**src/hw/rtl/text_console_writer_defines.svh**
```systemverilog
// Assertion macros of the text console writer RTL, used by its top level.
`ifndef TEXT_CONSOLE_WRITER_DEFINES_SVH
`define TEXT_CONSOLE_WRITER_DEFINES_SVH

// same-cycle implication
`define TCW_ASSERT_IMPL(label, clk, rst_n, ante, cons, msg) \
	label: assert property (@(posedge clk) disable iff (!rst_n) (ante) |-> (cons)) \
		else $error(msg);

// next-cycle implication
`define TCW_ASSERT_NEXT(label, clk, rst_n, ante, cons, msg) \
	label: assert property (@(posedge clk) disable iff (!rst_n) (ante) |=> (cons)) \
		else $error(msg);

`endif

```
**src/hw/rtl/tcw_pkg.sv**
```systemverilog
// Shared types and constants of the text console writer.
package tcw_pkg;

	localparam int COL_W   = 7;
	localparam int ROW_W   = 5;
	localparam int CH_W    = 8;
	localparam int ADDR_W  = 11;
	localparam int CELL_W  = 16;
	localparam int CLR_W   = 4;
	localparam int FULL_W  = 13;	// holds row*cols+col for any 5/7-bit cursor
	localparam int PADDR_W = 4;
	localparam int PDATA_W = 32;

	localparam logic [CH_W-1:0]  NEWLINE_CODE = 8'd10;
	localparam logic [CLR_W-1:0] FG_RESET     = 4'h7;
	localparam logic [CLR_W-1:0] BG_RESET     = 4'h0;
	localparam logic [COL_W-1:0] COLS_RESET   = 7'd80;
	localparam logic [ROW_W-1:0] ROWS_RESET   = 5'd25;

	typedef enum logic [1:0] {
		OP_PUT   = 2'd0,
		OP_READ  = 2'd1,
		OP_CLEAR = 2'd2
	} op_t;

	typedef enum logic [1:0] {
		REG_FG   = 2'd0,
		REG_BG   = 2'd1,
		REG_COLS = 2'd2,
		REG_ROWS = 2'd3
	} reg_idx_t;

	// effective geometry and colors
	typedef struct packed {
		logic [CLR_W-1:0] fg;
		logic [CLR_W-1:0] bg;
		logic [COL_W-1:0] cols;
		logic [ROW_W-1:0] rows;
	} cfg_t;

	typedef struct packed {
		logic item_ld;
		logic rd_item;
		logic cur_upd;
		logic cur_home;
		logic put_we;
		logic sweep_clr;
		logic sweep_go;
		logic sweep_copy;
		logic out_ld;
	} cmd_t;

	typedef struct packed {
		logic scroll_need;
		logic keep_zero;
		logic copy_last;
		logic zero_last;
		logic clr_last;
		logic sweep_pending;
	} sts_t;

endpackage

```
**src/hw/rtl/tcw_cfg.sv**
```systemverilog
// APB register bank: colors and screen geometry, clamped between 1 and the store size.
module tcw_cfg import tcw_pkg::*; #(
	parameter int MAX_COLUMNS = 80,
	parameter int MAX_ROWS    = 25
) (
	input  logic               clk,
	input  logic               arst_n,
	input  logic               psel,
	input  logic               penable,
	input  logic               pwrite,
	input  logic [PADDR_W-1:0] paddr,
	input  logic [PDATA_W-1:0] pwdata,
	output logic [PDATA_W-1:0] prdata,
	output cfg_t               cfg
);

	logic [CLR_W-1:0] fg_q;
	logic [CLR_W-1:0] bg_q;
	logic [COL_W-1:0] cols_q;
	logic [ROW_W-1:0] rows_q;
	reg_idx_t         idx;
	logic             wr;

	assign idx = reg_idx_t'(paddr[PADDR_W-1:2]);
	assign wr  = psel && penable && pwrite;

	always_ff @(posedge clk or negedge arst_n) begin
		if (!arst_n) begin
			fg_q   <= FG_RESET;
			bg_q   <= BG_RESET;
			cols_q <= COLS_RESET;
			rows_q <= ROWS_RESET;
		end else if (wr) begin
			case (idx)
				REG_FG:   fg_q   <= pwdata[CLR_W-1:0];
				REG_BG:   bg_q   <= pwdata[CLR_W-1:0];
				REG_COLS: cols_q <= pwdata[COL_W-1:0];
				REG_ROWS: rows_q <= pwdata[ROW_W-1:0];
				default: ;
			endcase
		end
	end

	always_comb begin
		case (idx)
			REG_FG:   prdata = PDATA_W'(fg_q);
			REG_BG:   prdata = PDATA_W'(bg_q);
			REG_COLS: prdata = PDATA_W'(cols_q);
			REG_ROWS: prdata = PDATA_W'(rows_q);
			default:  prdata = '0;
		endcase
	end

	always_comb begin
		cfg.fg = fg_q;
		cfg.bg = bg_q;
		if (cols_q == '0)
			cfg.cols = COL_W'(1);
		else if ({1'b0, cols_q} > (COL_W+1)'(MAX_COLUMNS))
			cfg.cols = COL_W'(MAX_COLUMNS);
		else
			cfg.cols = cols_q;
		if (rows_q == '0)
			cfg.rows = ROW_W'(1);
		else if ({1'b0, rows_q} > (ROW_W+1)'(MAX_ROWS))
			cfg.rows = ROW_W'(MAX_ROWS);
		else
			cfg.rows = rows_q;
	end

endmodule

```
**config.mk**
```make
export PLATFORM = sky130hd
export DESIGN_NAME = tcw_cfg
export DESIGN_NICKNAME = d
export VERILOG_FILES = /design/src/hw/rtl/text_console_writer_defines.svh /design/src/hw/rtl/tcw_pkg.sv /design/src/hw/rtl/tcw_cfg.sv
export SDC_FILE = /design/constraint.sdc
export NUM_CORES = 1
export LEC_CHECK = 0
export BUFFER_PORTS_ARGS = -buffer_cell sky130_fd_sc_hd__clkbuf_2
export CAP_MARGIN = 40
export CELL_PAD_IN_SITES_DETAIL_PLACEMENT = 0
export CELL_PAD_IN_SITES_GLOBAL_PLACEMENT = 1
export CORE_MARGIN = 8
export CORE_UTILIZATION = 29
export CTS_CLUSTER_DIAMETER = 40
export DETAILED_ROUTE_END_ITERATION = 10
export PLACE_DENSITY_LB_ADDON = 0.08
export SLEW_MARGIN = 25
export SYNTH_ARGS = -nofsm -noshare
export SYNTH_HDL_FRONTEND = slang
export SYNTH_SLANG_ARGS = --single-unit
```
**constraint.sdc**
```tcl
create_clock -name clk -period 1.48 [get_ports clk]
set_input_delay 0.222 -clock clk [delete_from_list [all_inputs] [get_ports clk]]
set_output_delay 0.222 -clock clk [all_outputs]
set_load 0.02 [all_outputs]
```
==> flow_summary_export.csv <==
group,metric,value,unit
logic_synthesis,async_flop_share,100.0,%
placed_design,dp_slack,-0.01524,ns
worst_setup_path,worst-endpoint-arrival,1.42,ns
timing,post-route-min-period,1.639,ns
cts,cts_tree,"done",
worst_setup_path,r2r_start,"cols_q[1]",
layout,area_growth,29.82,%
placed_design,postPlaceCellArea,1445,um^2
worst_setup_path,cp_cell_sequence,"o211a_1, or3_1, buf_2",
global_route,overflow,0,
worst_setup_path,worst_ep_required_time,1.26,ns
placed_design,place.gp.congestion,0.7125,
cts,cts-root-buf,"clkbuf_8",
logic_synthesis,ys_ff_latch,20,
timing,fmax,610.2,MHz
worst_setup_path,path_max_fanout,5,
worst_hold_path,hold_path.startpoint,"pwdata[6]",
logic_synthesis,synth-seq-area-share,40.56,%
die,start_util,29.52,%
cts,htree_levels,1,
die,die_y,81.88,um
die,die_width,81.88,um
worst_setup_path,cpMaxStageDelayCell,"dfrtp_1",
worst_setup_path,reg2regPathDepth,3,
routing,routed_wl,3365,um
placed_design,dp_hpwl,2567,um
cts,clk_pin_slew,0.07,ns
layout,layout_common_cells,"clkbuf_2, conb_1, mux2_2, buf_4, dfrtp_1",
worst_hold_path,min_to,"cols_q[6]",
cts,clock-sinks,20,
global_route,grt_pass1_vias,946,
worst_setup_path,ff2ff_setup_slack,0.45,ns
routing,vias,900,
layout,fillers,436,
worst_setup_path,critPathLaunchType,"flop",
timing,finClkSkew,0,ns
timing,fin_setup_tns,-0.4387,ns
routing,dr.pass1.iters,2,
timing,timing.final.ws_setup,-0.1589,ns
logic_synthesis,yosysWarnings,0,
routing,drt_iter0_markers,23,
worst_setup_path,worstSetupPathType,"flop to output pin",
job,drv_cap,0,
global_route,antenna_found_initial,0,
cts,cts_buffers,3,
cts,clk_path_buf_depth,2,
pwr,p_leak,0.8211,nW
layout,final_layout_size_suffix_gt1_share,62.58,%
timing,whs,0.1978,ns
pwr,power,2.296,mW
layout,multi_input_area,626.9,um^2
timing,finalSetupViolCount,6,
pwr,power_density,1405,nW/um^2
layout,final_nets,197,
worst_setup_path,worstReg2RegEnd,"cols_q[1]",
worst_hold_path,hold_path.class,"input pin to flop",
placed_design,port_buffers,40,
routing,drc_errors,0,
layout,n_antenna_cell,0,
worst_setup_path,path_buf_inv,1,
timing,rsz0062_at_grt,"true",
timing,hold_violations,0,
routing,ant_nets,0,
die,fp.dieArea,6704,um^2
timing,slew_headroom,64.67,%
layout,regArea,510.5,um^2
cts,clock_latency,0.25,ns
worst_setup_path,critPathTopFamily,"flip-flops",
worst_setup_path,endpoint_kind,"output pin",
worst_hold_path,min_delay_path_depth,2,
timing,maxSlewViolCount,0,
die,core,4264,um^2
layout,layout_commonest_cell,"clkbuf_2",
logic_synthesis,synth_cell_types,28,
pwr,vdd_drop_max,0.5786,mV
status,failed_checks,"negative setup slack",
global_route,grt_max_degree,21,
logic_synthesis,syn_avg_cell_area,12.34,um^2
worst_setup_path,slowest_delay,0.43,ns
routing,wire_per_inst,16.26,um
die,rows,24,
layout,final_cell_area,1634,um^2
global_route,grt.total_usage,9.625,%
timing,worstMarginPinSlew,0.5300,ns
logic_synthesis,ys.flop_type,"dfrtp_1",
status,outcome,"finished, violations left",
logic_synthesis,synth_area,1259,um^2
die,pin_count,93,
routing,vias_per_cell,4.348,
timing,fin_crit_sh,110.7,%
logic_synthesis,synth-edff-count,0,
logic_synthesis,synth_cells,102,
global_route,grt_pass1_wl,4940,um
==> how the worst max path moves through the flow <==
| stage | from | to | slack [ns] | cells past startpoint |
|---|---|---|---|---|
| after floorplan | cols_q[1] | cfg[5] | 0.16 | 3 |
| after global placement | paddr[2] | rows_q[1] | -0.06 | 4 |
| after detailed placement | paddr[2] | rows_q[2] | -0.02 | 4 |
| after CTS | rows_q[2] | cfg[0] | -0.17 | 3 |
| after global routing | rows_q[2] | cfg[0] | -0.22 | 3 |
| final | rows_q[2] | cfg[0] | -0.16 | 3 |
==> per-layer routing <==
metal,wire (um),vias to the layer above,global-route usage [%],part of all wire (%)
li1,-,414,-,-
met5,0,-,0,0
met1,1415,442,12.23,42
met4,19,0,2.632,0.56
met2,1581,42,15.63,47
met3,350,2,2.626,10
==> state kept, by name, summed over array words and instances, names as in the netlist <==
register  flops
rows_q        5
fg_q          4
bg_q          4
cols_q        7
==> synthesized netlist by cell type (3+ instances only) <==
cell type,instances,share of area (%)
and2_1,3,1.5
buf_4,25,15
clkbuf_1,3,0.89
dfrtp_1,12,24
dfstp_2,8,17
mux2_2,15,13
mux2_4,5,6.0
mux4_1,4,8.3
nor2_1,3,0.89
==> cell type report <==
type	count	share of cell area (%)
multi-input cells	75	38.36
flip-flops and latches	20	31.24
repair buffers	55	23.43
well taps	52	3.982
clock buffers	4	2.757
inverters	1	0.2297
==> report_power, final <==
| group | internal [mW] | switching, mW |
|---|---|---|
| combinational | 0.528 | 0.539 |
| clock | 0.191 | 0.179 |
| sequential | 0.714 | 0.145 |
==> metrics by stage <==
stage / cells / util (%)
floorplan: 126 / -
global placement: 195 / 33.89
detailed placement: 195 / 33.89
CTS: 206 / 36.77
global route: 207 / 38.32
finish: 207 / 38.32
==> kinds of logic after synthesis <==
group                  count (synthesis)  share of synthesized area [%]
buffers and inverters                 31                          17.89
AO/OA/AOI/OAI                          7                          3.777
AND/OR/NAND/NOR                       18                          8.946
other                                  1                         0.2979
multiplexers                          25                          28.53
flip-flops                            20                          40.56
==> repair_timing <==
item,4_1_cts,5_1_grt
endpoints found under the hold margin,12,0
resized for setup,13,32
setup endpoints to repair,9,11
pin swaps,1,1
buffers inserted,6,1
hold buffers,1,0
No activity file was read; power rests on OpenSTA's default activity.
