==> src/hw/rtl/text_console_writer_defines.svh <==
// Assertion macros of the text console writer RTL, used by its top level.
`ifndef TEXT_CONSOLE_WRITER_DEFINES_SVH
`define TEXT_CONSOLE_WRITER_DEFINES_SVH

// same-cycle implication
`define TCW_ASSERT_IMPL(label, clk, rst_n, ante, cons, msg) \
	label: assert property (@(posedge clk) disable iff (!rst_n) (ante) |-> (cons)) \
		else $error(msg);

// next-cycle implication
`define TCW_ASSERT_NEXT(label, clk, rst_n, ante, cons, msg) \
	label: assert property (@(posedge clk) disable iff (!rst_n) (ante) |=> (cons)) \
		else $error(msg);

`endif

==> src/hw/rtl/tcw_pkg.sv <==
// Shared types and constants of the text console writer.
package tcw_pkg;

	localparam int COL_W   = 7;
	localparam int ROW_W   = 5;
	localparam int CH_W    = 8;
	localparam int ADDR_W  = 11;
	localparam int CELL_W  = 16;
	localparam int CLR_W   = 4;
	localparam int FULL_W  = 13;	// holds row*cols+col for any 5/7-bit cursor
	localparam int PADDR_W = 4;
	localparam int PDATA_W = 32;

	localparam logic [CH_W-1:0]  NEWLINE_CODE = 8'd10;
	localparam logic [CLR_W-1:0] FG_RESET     = 4'h7;
	localparam logic [CLR_W-1:0] BG_RESET     = 4'h0;
	localparam logic [COL_W-1:0] COLS_RESET   = 7'd80;
	localparam logic [ROW_W-1:0] ROWS_RESET   = 5'd25;

	typedef enum logic [1:0] {
		OP_PUT   = 2'd0,
		OP_READ  = 2'd1,
		OP_CLEAR = 2'd2
	} op_t;

	typedef enum logic [1:0] {
		REG_FG   = 2'd0,
		REG_BG   = 2'd1,
		REG_COLS = 2'd2,
		REG_ROWS = 2'd3
	} reg_idx_t;

	// effective geometry and colors
	typedef struct packed {
		logic [CLR_W-1:0] fg;
		logic [CLR_W-1:0] bg;
		logic [COL_W-1:0] cols;
		logic [ROW_W-1:0] rows;
	} cfg_t;

	typedef struct packed {
		logic item_ld;
		logic rd_item;
		logic cur_upd;
		logic cur_home;
		logic put_we;
		logic sweep_clr;
		logic sweep_go;
		logic sweep_copy;
		logic out_ld;
	} cmd_t;

	typedef struct packed {
		logic scroll_need;
		logic keep_zero;
		logic copy_last;
		logic zero_last;
		logic clr_last;
		logic sweep_pending;
	} sts_t;

endpackage

==> src/hw/rtl/tcw_ctrl.sv <==
// Sequencer for put, read, clear, scroll and the reset clearing pass.
module tcw_ctrl import tcw_pkg::*; (
	input  logic       clk,
	input  logic       arst_n,
	input  logic       in_valid,
	input  logic [1:0] in_op,
	input  logic       out_ready,
	input  sts_t       sts,
	output logic       in_ready,
	output logic       out_valid,
	output cmd_t       cmd
);

	typedef enum logic [2:0] {
		S_INIT,
		S_IDLE,
		S_PUT,
		S_READ,
		S_CLEAR,
		S_SCR_COPY,
		S_SCR_ZERO,
		S_FIN
	} state_t;

	state_t state_q;
	logic   out_valid_q;
	logic   accept;
	logic   slot_free;

	assign in_ready  = (state_q == S_IDLE) && !sts.sweep_pending;
	assign accept    = in_valid && in_ready;
	assign slot_free = !out_valid_q || out_ready;
	assign out_valid = out_valid_q;

	always_comb begin
		cmd = '0;
		case (state_q)
			S_INIT: cmd.sweep_go = 1'b1;
			S_IDLE: begin
				cmd.rd_item   = 1'b1;
				cmd.item_ld   = accept;
				cmd.cur_home  = accept && (in_op == OP_CLEAR);
				cmd.sweep_clr = accept && (in_op == OP_CLEAR);
			end
			S_PUT: begin
				cmd.cur_upd   = 1'b1;
				cmd.put_we    = 1'b1;
				cmd.sweep_clr = sts.scroll_need;
				cmd.out_ld    = !sts.scroll_need && slot_free;
			end
			S_READ: cmd.out_ld = slot_free;
			S_CLEAR: cmd.sweep_go = 1'b1;
			S_SCR_COPY: begin
				cmd.sweep_go   = 1'b1;
				cmd.sweep_copy = 1'b1;
			end
			S_SCR_ZERO: cmd.sweep_go = 1'b1;
			S_FIN: cmd.out_ld = slot_free;
			default: ;
		endcase
	end

	always_ff @(posedge clk or negedge arst_n) begin
		if (!arst_n) begin
			state_q     <= S_INIT;
			out_valid_q <= 1'b0;
		end else begin
			if (cmd.out_ld)
				out_valid_q <= 1'b1;
			else if (out_ready)
				out_valid_q <= 1'b0;

			case (state_q)
				S_INIT: if (sts.clr_last) state_q <= S_IDLE;
				S_IDLE: if (accept) begin
					case (in_op)
						OP_PUT:   state_q <= S_PUT;
						OP_READ:  state_q <= S_READ;
						OP_CLEAR: state_q <= S_CLEAR;
						default:  state_q <= S_FIN;
					endcase
				end
				S_PUT: begin
					if (sts.scroll_need) begin
						if (sts.keep_zero)
							state_q <= S_SCR_ZERO;
						else
							state_q <= S_SCR_COPY;
					end else if (slot_free) begin
						state_q <= S_IDLE;
					end else begin
						state_q <= S_FIN;
					end
				end
				S_READ: begin
					if (slot_free)
						state_q <= S_IDLE;
					else
						state_q <= S_FIN;
				end
				S_CLEAR: if (sts.clr_last) state_q <= S_FIN;
				S_SCR_COPY: if (sts.copy_last) state_q <= S_SCR_ZERO;
				S_SCR_ZERO: if (sts.zero_last) state_q <= S_FIN;
				S_FIN: if (slot_free) state_q <= S_IDLE;
				default: state_q <= S_IDLE;
			endcase
		end
	end

endmodule

==> config.mk <==
export PLATFORM = sky130hd
export DESIGN_NAME = tcw_ctrl
export DESIGN_NICKNAME = d
export VERILOG_FILES = /design/src/hw/rtl/text_console_writer_defines.svh /design/src/hw/rtl/tcw_pkg.sv /design/src/hw/rtl/tcw_ctrl.sv
export SDC_FILE = /design/constraint.sdc
export NUM_CORES = 1
export LEC_CHECK = 0
export BUFFER_PORTS_ARGS = -buffer_cell sky130_fd_sc_hd__clkbuf_2
export CORE_AREA = 2 2 39 41
export DETAILED_ROUTE_END_ITERATION = 10
export DIE_AREA = 0 0 41 43
export PLACE_DENSITY = 0.63
export SYNTH_ARGS = -nofsm -noshare
export SYNTH_HDL_FRONTEND = slang
export SYNTH_SLANG_ARGS = --single-unit
==> constraint.sdc <==
create_clock -name clk -period 2.49 [get_ports clk]
set_input_delay 0.498 -clock clk [delete_from_list [all_inputs] [get_ports clk]]
set_output_delay 0.498 -clock clk [all_outputs]
set_load 0.05 [all_outputs]
==> impl_metrics.csv, run 1 <==
group,metric,value,unit
die,fp.dieW,41,um
cells_and_area,final_nets,85,
placement,routabilityCongestion,0.761,
synthesis,synth_seq_cells,4,
worst_setup_path,end_kind,"output port",
route,viasPerCell,4.62,
synthesis,synthCells,50,
cells_and_area,fin_util,0.362,
die,row_count,14,
synthesis,synth_top_family_by_area,"simple AND/OR/NAND/NOR gates",
clock_network,cts_tree,"built",
worst_setup_path,crit_required,1990,ps
clock_network,cts-htree-levels,1,
cells_and_area,drive_gt1_frac,0.394,
synthesis,syn-num-nets,62,
placement,hpwlAfterDp,703,um
worst_setup_path,path_delay_family,"simple AND/OR/NAND/NOR gates",
worst_setup_path,worstSetupPathType,"reg -> out",
global_route,grt_pass1_wl,1.48,mm
synthesis,synth-compound-area-share,0.233,
clock_network,cts.clk_slew.worst_paths,40,ps
worst_setup_path,path_max_fanout,12,
run_status,outcome,"complete, no violations",
clock_network,cts_hold_buf,0,
power_and_ir_drop,clkPwrFrac,0.110,
timing,worstMarginPinSlew,435,ps
synthesis,synth_cell_types,24,
die,die_y,43,um
synthesis,synth_xor_area_frac,0,
worst_setup_path,startpoint,"state_q[2]",
synthesis,syn_avg_cell_area,7.21,um^2
cells_and_area,design_area,500,um^2
global_route,antenna_found_initial,0,
power_and_ir_drop,intPower,0.281,mW
route,firstDrtPassIters,4,
clock_network,clk_latency,230,ps
cells_and_area,n_antenna_cell,0,
route,postRouteWirelength,867,um
power_and_ir_drop,cellPowerDensity,1430,mW/mm^2
worst_setup_path,path_buf_inv,1,
worst_setup_path,crit_arrival,1670,ps
timing,setup_viol,0,
synthesis,yosys.area_share.simple,0.378,
placement,io_buffers,22,
route,drtAntennaViolNets,0,
timing,finalCriticalPeriod,2160,ps
timing,slew_viol_final,0,
power_and_ir_drop,ir_worst_vdd,0.584,mV
global_route,grt_start_max_net_pins,16,
global_route,grt_use_total,0.125,
die,core-area,0.00138,mm^2
clock_network,root_buffer,"clkbuf_4",
worst_setup_path,cp_slowest_cell,"dfrtp_1",
synthesis,yosysSeqAreaShare,0.278,
timing,skew,0.440,ps
worst_setup_path,rr_startpoint,"state_q[2]",
power_and_ir_drop,comb_power_share,0.650,
placement,placed_area,478,um^2
synthesis,synthMuxAreaShare,0.0278,
timing,rsz0062_at_grt,"no",
worst_setup_path,cpPeakStageDelay,490,ps
clock_network,numCtsBuffers,3,
route,drcViolationCount,0,
timing,max_clock_freq,0.462,GHz
route,vias,402,
worst_setup_path,crit_chain,"nor2_1, nand2_1, nor3_2, a21o_1, clkbuf_2",
power_and_ir_drop,switching_share,0.606,
power_and_ir_drop,cellLeakagePower,0.260,nW
synthesis,yosysWarnings,0,
cells_and_area,seqCellArea,100,um^2
power_and_ir_drop,seq_power_share,0.240,
worst_setup_path,cp-start-kind,"flip-flop",
clock_network,clock_path_buffers,2,
route,routedWlPerCell,9.97,um
route,drtIter0Drc,10,
timing,period_share,0.869,
clock_network,cts_num_sinks,4,
die,start_util,0.260,
die,die_area,0.00176,mm^2
clock_network,cts_setup_buffers,0,
global_route,grt-ovfl-total,0,
timing,final-hold-violation-count,0,
timing,fin_tns_setup,0,ps
die,io_pins,23,
synthesis,syn_area,360,um^2
power_and_ir_drop,p_sw,0.433,mW
timing,slew_headroom,0.710,
hold_path,hold_class,"in -> async",
run,cap_violations,0,
cells_and_area,multiInputGateArea,240,um^2
cells_and_area,fill_cells,151,
global_route,grt_pass1_vias,363,
cells_and_area,syn_to_final_growth,38.9,%
synthesis,synthAdderAreaFrac,0,
clock_network,cts_resized,0,
[logic make-up (layout without fill, tap and decap cells)]
logic type | Yosys count | in the layout
DFF | 4 | 4
and+or+nand+nor | 27 | 27
buffers and inverters | 6 | 27
muxes | 1 | 1
AOI/OAI and AO/OA | 12 | 12
[metrics by stage]
stage	worst slack (ps)	instances	hold WS, ps	power, mW
finish	326	87	61.8	0.714
global route	175	87	57.4	0.774
CTS	309	87	56.3	0.724
detailed placement	562	84	307	0.640
global placement	604	84	307	0.638
floorplan	69.3	50	202	0.555
[cells in the final DEF, fill, tap and decap left out]
cell       synthesis  final
mux2i_1            1      1
or3b_1             1      1
nor3b_2            0      1
o21a_1             1      1
and3_1             1      1
o21ai_0            3      3
inv_1              2      2
a21boi_0           1      1
o41ai_1            1      1
clkbuf_4           0      3
nand4b_1           1      1
nor2_1             8      8
nor3b_1            2      1
nor2b_1            2      2
a2111oi_0          1      1
a21o_1             1      1
clkbuf_2           0     22
nand2_1            6      6
a31oi_1            1      1
a21oi_1            2      2
nor3_2             0      1
a31oi_2            1      1
nand3_1            3      3
nand2b_1           2      2
dfrtp_1            4      4
[sequential cells by signal (all words and copies together), names as in the netlist]
signal     count
state_q        3
out_valid      1
[worst paths after layout]
| check | to | slack, ps | cells after the start |
|---|---|---|---|
| max in group asynchronous | state_q[1] | 2310 | 1 |
| min | state_q[2] | 60 | 1 |
| max reg2reg | state_q[1] | 950 | 4 |
| min reg2reg | out_valid | 580 | 2 |
| max | cmd[3] | 330 | 5 |
| min in group clk | state_q[2] | 550 | 3 |
[synthesized netlist by cell type (all sizes together)]
master   count  area (um^2)
nor2         8         30.0
nand2        6         22.5
buf          4         22.5
dfrtp        4          100
nand3        3         15.0
o21ai        3         15.0
a21oi        2         10.0
a31oi        2         18.8
inv          2         7.51
nand2b       2         12.5
nor2b        2         12.5
nor3b        2         15.0
a2111oi      1         8.76
a21boi       1         7.51
a21o         1         7.51
and3         1         6.26
mux2i        1         10.0
nand4b       1         8.76
nor3         1         5.00
o21a         1         7.51
o41ai        1         8.76
or3b         1         8.76
[power groups by stage]
stage          Sequential, mW  Clock (mW)  Combinational, mW
5_1_grt                 0.181      0.0900              0.503
2_1_floorplan           0.147           0              0.408
3_3_place_gp            0.169           0              0.469
4_1_cts                 0.171      0.0837              0.469
6_report                0.171      0.0787              0.464
3_5_place_dp            0.172           0              0.468
[area by class of cell]
class,count,area share
multi-input cells,40,0.480
repair buffers,22,0.220
flip-flops and latches,4,0.200
clock buffers,3,0.0450
well taps,16,0.0400
inverters,2,0.0150
[per-layer routing]
| metal | routed length (um) | track usage | up-vias |
|---|---|---|---|
| li1 | - | - | 219 |
| met1 | 390 | 0.186 | 170 |
| met2 | 422 | 0.153 | 11 |
| met3 | 37 | 0.0314 | 2 |
| met4 | 17 | 0.0800 | 0 |
| met5 | 0 | 0 | - |
[worst reg2reg max path, delay by kind of cell (launching register included)]
family          cells  cell delay [ps]
flops               1              490
simple gates        2              490
compound gates      2              450
Note: power is estimated with default switching activity, not from simulation.
==> run 2: changes to the inputs <==
Settings changed: REMOVE_ABC_BUFFERS set to 1.
==> run 2 against run 1 <==
  * Clock skew is 1.3 ps higher
  * Combinational power hardly changed
  * Clock power is 1% higher
  * First-iteration DRC count is 30% higher
  * Wire length is 10% higher
  * Cell area is 2.0% lower
  * Largest power group unchanged
==> impl_metrics.csv, run 2 (same netlist as run 1, synthesis figures left out) <==
group,metric,value,unit
run_status,outcome,"complete, no violations",
clock_network,cts_num_sinks,4,
clock_network,cts_setup_buffers,0,
worst_setup_path,path_buf_inv,1,
global_route,antenna_found_initial,0,
worst_setup_path,end_kind,"output port",
die,core-area,0.00138,mm^2
global_route,grt_use_total,0.121,
die,io_pins,23,
timing,finalCriticalPeriod,2230,ps
timing,slew_headroom,0.703,
power_and_ir_drop,cellPowerDensity,1460,mW/mm^2
worst_setup_path,cp-start-kind,"flip-flop",
route,vias,427,
cells_and_area,syn_to_final_growth,36.1,%
cells_and_area,drive_gt1_frac,0.366,
route,routedWlPerCell,11.0,um
cells_and_area,layout_common_cells,"clkbuf_2, nor2_1, nand2_1",
global_route,grt_pass1_vias,347,
worst_setup_path,worstSetupPathType,"reg -> out",
worst_setup_path,cp_slowest_cell,"dfrtp_1",
clock_network,cts_hold_buf,0,
placement,hpwlAfterDp,743,um
timing,rsz0062_at_grt,"no",
placement,post-place-ws,505,ps
placement,io_buffers,22,
clock_network,clk_latency,230,ps
timing,worstMarginPinSlew,434,ps
clock_network,cts_tree,"built",
timing,worst_slack,258,ps
cells_and_area,design_area,490,um^2
route,drtIter0Drc,13,
worst_setup_path,crit_required,1990,ps
die,start_util,0.260,
power_and_ir_drop,cellLeakagePower,0.258,nW
cells_and_area,largest_reg_flops,3,
placement,routabilityCongestion,0.760,
die,die_y,43,um
global_route,grt_start_max_net_pins,16,
clock_network,cts-htree-levels,1,
route,drtAntennaViolNets,0,
timing,final-hold-violation-count,0,
cells_and_area,n_antenna_cell,0,
timing,max_clock_freq,0.448,GHz
cells_and_area,layout_commonest_cell,"clkbuf_2",
timing,setup_viol,0,
power_and_ir_drop,ir_worst_vdd,0.503,mV
timing,slew_viol_final,0,
worst_setup_path,cpPeakStageDelay,480,ps
die,die_area,0.00176,mm^2
clock_network,cts.clk_slew.worst_paths,40,ps
die,row_count,14,
worst_setup_path,path_max_fanout,12,
run,cap_violations,0,
clock_network,clock_path_buffers,2,
route,drcViolationCount,0,
clock_network,cts_resized,0,
timing,period_share,0.896,
global_route,grt_pass1_wl,1.41,mm
placement,placed_area,468,um^2
clock_network,numCtsBuffers,3,
clock_network,root_buffer,"clkbuf_4",
route,postRouteWirelength,957,um
hold_path,hold_class,"in -> async",
worst_setup_path,crit_chain,"nor2_1, nand2_1, nor3_1, a21o_1, clkbuf_2",
cells_and_area,top_register,"state_q",
global_route,grt-ovfl-total,0,
worst_setup_path,path_delay_family,"simple AND/OR/NAND/NOR gates",
die,fp.dieW,41,um
worst_setup_path,crit_arrival,1730,ps
route,firstDrtPassIters,4,
cells_and_area,final_nets,85,
route,viasPerCell,4.91,
timing,skew,1.69,ps
[run 2: changes by cell type in the layout (fill, tap and decap cells not counted)]
cell     delta
nor3_1      +1
nor3_2      -1
nor3b_1     +1
nor3b_2     -1
[run 2: worst paths after layout]
path,endpoint,start,depth (start not counted),slack (ps)
worst max-delay path,cmd[3],state_q[2],5,260
worst min-delay path,state_q[0],arst_n,1,60
worst max register to register,state_q[1],state_q[2],4,980
worst min register to register,out_valid,out_valid,2,580
max in group asynchronous,out_valid,arst_n,1,2300
min in group clk,state_q[2],in_op[1],3,560
[run 2: layout make-up]
cell class,instances,area [um^2]
flip-flops and latches,4,100
multi-input cells,40,230
fillers,159,893
clock buffers,3,22.5
inverters,2,7.51
repair buffers,22,110
well taps,16,20.0
[run 2: metal layers]
layer	global-route usage	vias to the layer above	wire [um]
met5	0	-	0
met4	0.0800	0	9
met3	0.0314	2	102
met2	0.166	23	425
met1	0.158	184	419
li1	-	218	-
[run 2: report_power, final]
| part | internal (mW) | switching (mW) |
|---|---|---|
| combinational | 0.129 | 0.335 |
| sequential | 0.0969 | 0.0745 |
| clock | 0.0539 | 0.0256 |
[run 2: worst reg2reg max path, delay by kind of cell, from the launching register on]
kind            cells  cell delay [ps]
flops               1              480
simple gates        2              490
compound gates      2              440
[run 2: per-stage QoR]
stage / hold slack (ps) / setup TNS, ps / util / instances / power, mW
floorplan: 202 / -2990 / - / 46 / 0.527
global placement: 306 / 0 / 0.338 / 84 / 0.633
detailed placement: 307 / 0 / 0.338 / 84 / 0.638
CTS: 59.7 / 0 / 0.354 / 87 / 0.722
global route: 58.4 / 0 / 0.354 / 87 / 0.781
finish: 63.9 / 0 / 0.354 / 87 / 0.715
==> run 3: changes to the inputs <==
Settings changed: BUFFER_PORTS_ARGS -buffer_cell sky130_fd_sc_hd__clkbuf_2 to unset, DONT_BUFFER_PORTS set to 1, PLACE_DENSITY 0.63 to unset, PLACE_DENSITY_LB_ADDON set to 0.15.
==> run 3 against run 2 <==
  * Critical endpoint unchanged
  * Worst hold slack better by 370 ps
  * Highest routed layer unchanged
  * Register-to-register slack got worse by 40 ps
  * Core utilization down 0.63 points
==> impl_metrics.csv, run 3 (same netlist as run 1, synthesis figures left out) <==
group,metric,value,unit
run_status,outcome,"complete, no violations",
worst_setup_path,reg2reg_depth,4,
route,firstDrtPassIters,4,
global_route,antenna_found_initial,0,
global_route,grt_start_max_net_pins,16,
die,start_util,0.260,
timing,skew,1.49,ps
run,cap_violations,0,
placement,hpwlAfterDp,696,um
power_and_ir_drop,intPower,0.301,mW
worst_setup_path,rr_startpoint,"state_q[2]",
timing,setup_viol,0,
placement,routabilityCongestion,0.667,
clock_network,numCtsBuffers,3,
global_route,grt_pass1_wl,1.41,mm
route,drtAntennaViolNets,0,
timing,slew_viol_final,0,
worst_setup_path,end_kind,"output port",
clock_network,clock_path_buffers,2,
placement,io_buffers,0,
worst_setup_path,cp_slowest_cell,"dfrtp_1",
global_route,grt_use_total,0.123,
power_and_ir_drop,cellPowerDensity,1530,mW/mm^2
hold_path,whs_endpoint,"state_q[2]",
cells_and_area,largest_reg_flops,3,
hold_path,hold_class,"in -> reg",
cells_and_area,syn_to_final_growth,33.7,%
route,postRouteWirelength,911,um
worst_setup_path,path_buf_inv,1,
power_and_ir_drop,comb_power_share,0.614,
cells_and_area,layout_commonest_cell,"nor2_1",
worst_setup_path,crit_chain,"nor2_1, nand2_1, nor3_2, a21o_1, buf_12",
route,drtIter0Drc,3,
clock_network,cts_num_sinks,4,
worst_setup_path,r2r_end,"state_q[1]",
cells_and_area,drive_gt1_frac,0.259,
die,fp.dieW,41,um
timing,max_clock_freq,0.469,GHz
clock_network,cts-htree-levels,1,
worst_setup_path,rrSetupSlack,940,ps
timing,period_share,0.857,
timing,rsz0062_at_grt,"no",
worst_setup_path,worstSetupPathType,"reg -> out",
cells_and_area,final_nets,72,
die,core-area,0.00138,mm^2
cells_and_area,fin_util,0.348,
timing,slew_headroom,0.669,
cells_and_area,top_register,"state_q",
clock_network,root_buffer,"clkbuf_4",
power_and_ir_drop,ir_worst_vdd,0.510,mV
cells_and_area,n_antenna_cell,0,
power_and_ir_drop,p_sw,0.436,mW
power_and_ir_drop,cellLeakagePower,0.217,nW
cells_and_area,layout_common_cells,"nor2_1, nand2_1, buf_4",
worst_setup_path,cp-start-kind,"flip-flop",
worst_setup_path,path_max_fanout,12,
placement,dpl.cell_count,70,
timing,final-hold-violation-count,0,
route,drcViolationCount,0,
power_and_ir_drop,seq_power_share,0.278,
clock_network,cts_resized,0,
route,vias,378,
worst_setup_path,crit_arrival,1630,ps
power_and_ir_drop,clkPwrFrac,0.108,
die,die_area,0.00176,mm^2
global_route,grt_pass1_vias,332,
die,die_y,43,um
die,io_pins,23,
worst_setup_path,crit_required,1990,ps
worst_setup_path,crit_cells,5,
timing,worstMarginPinSlew,499,ps
worst_setup_path,cpPeakStageDelay,490,ps
clock_network,clk_latency,230,ps
timing,finalCriticalPeriod,2130,ps
global_route,grt-ovfl-total,0,
timing,timing.hold.ws,432,ps
hold_path,hold_depth,2,
clock_network,cts.clk_slew.worst_paths,40,ps
route,routedWlPerCell,12.3,um
hold_path,min_from,"in_op[1]",
die,row_count,14,
clock_network,cts_tree,"built",
power_and_ir_drop,switching_share,0.592,
route,viasPerCell,5.11,
cells_and_area,layoutNonFillerInstCount,74,
worst_setup_path,path_delay_family,"simple AND/OR/NAND/NOR gates",
-- run 3: worst register-to-register path, cell delays in order, from the launching register on --
cell	delay (ps)
dfrtp_1	490
or3b_1	440
a31oi_2	190
nor2_1	60
o41ai_1	260
-- run 3: metal layers --
layer | vias up | global-route usage | part of all wire
met5 | - | 0 | 0
met4 | 0 | 0.0800 | 0.013
met3 | 2 | 0.0628 | 0.077
met2 | 16 | 0.169 | 0.52
met1 | 169 | 0.142 | 0.39
li1 | 191 | - | -
-- run 3: layout make-up --
type                    count  area, um^2
fillers                   166         902
multi-input cells          40         245
flip-flops and latches      4         100
repair buffers              9        86.3
clock buffers               3        22.5
well taps                  16        20.0
inverters                   2        7.51
-- run 3: how the worst max path moves through the flow --
stage	from	to	slack [ps]
3_5_place_dp	state_q[2]	cmd[3]	610
4_1_cts	state_q[2]	cmd[3]	340
5_1_grt	state_q[2]	cmd[3]	250
6_report	state_q[2]	cmd[3]	360
3_3_place_gp	state_q[2]	cmd[3]	630
2_1_floorplan	state_q[0]	cmd[3]	-1400
-- run 3: timing repair --
item,in CTS,in global routing
hold buffers,1,0
setup buffers,0,0
endpoints found under the hold margin,4,0
-- run 3: through the flow --
step	worst slack, ps	cell area [um^2]	TNS (ps)	total power, mW
5_1_grt	248	482	0	0.795
6_report	357	482	0	0.737
3_3_place_gp	626	449	0	0.663
3_5_place_dp	607	449	0	0.662
2_1_floorplan	-1400	338	-2990	0.527
4_1_cts	344	482	0	0.749
-- run 3: power groups by stage --
stage          Clock, mW  Combinational, mW  Sequential, mW
3_3_place_gp           0              0.454           0.208
5_1_grt           0.0894              0.489           0.217
2_1_floorplan          0              0.345           0.182
6_report          0.0800              0.453           0.205
3_5_place_dp           0              0.454           0.208
4_1_cts           0.0833              0.458           0.207
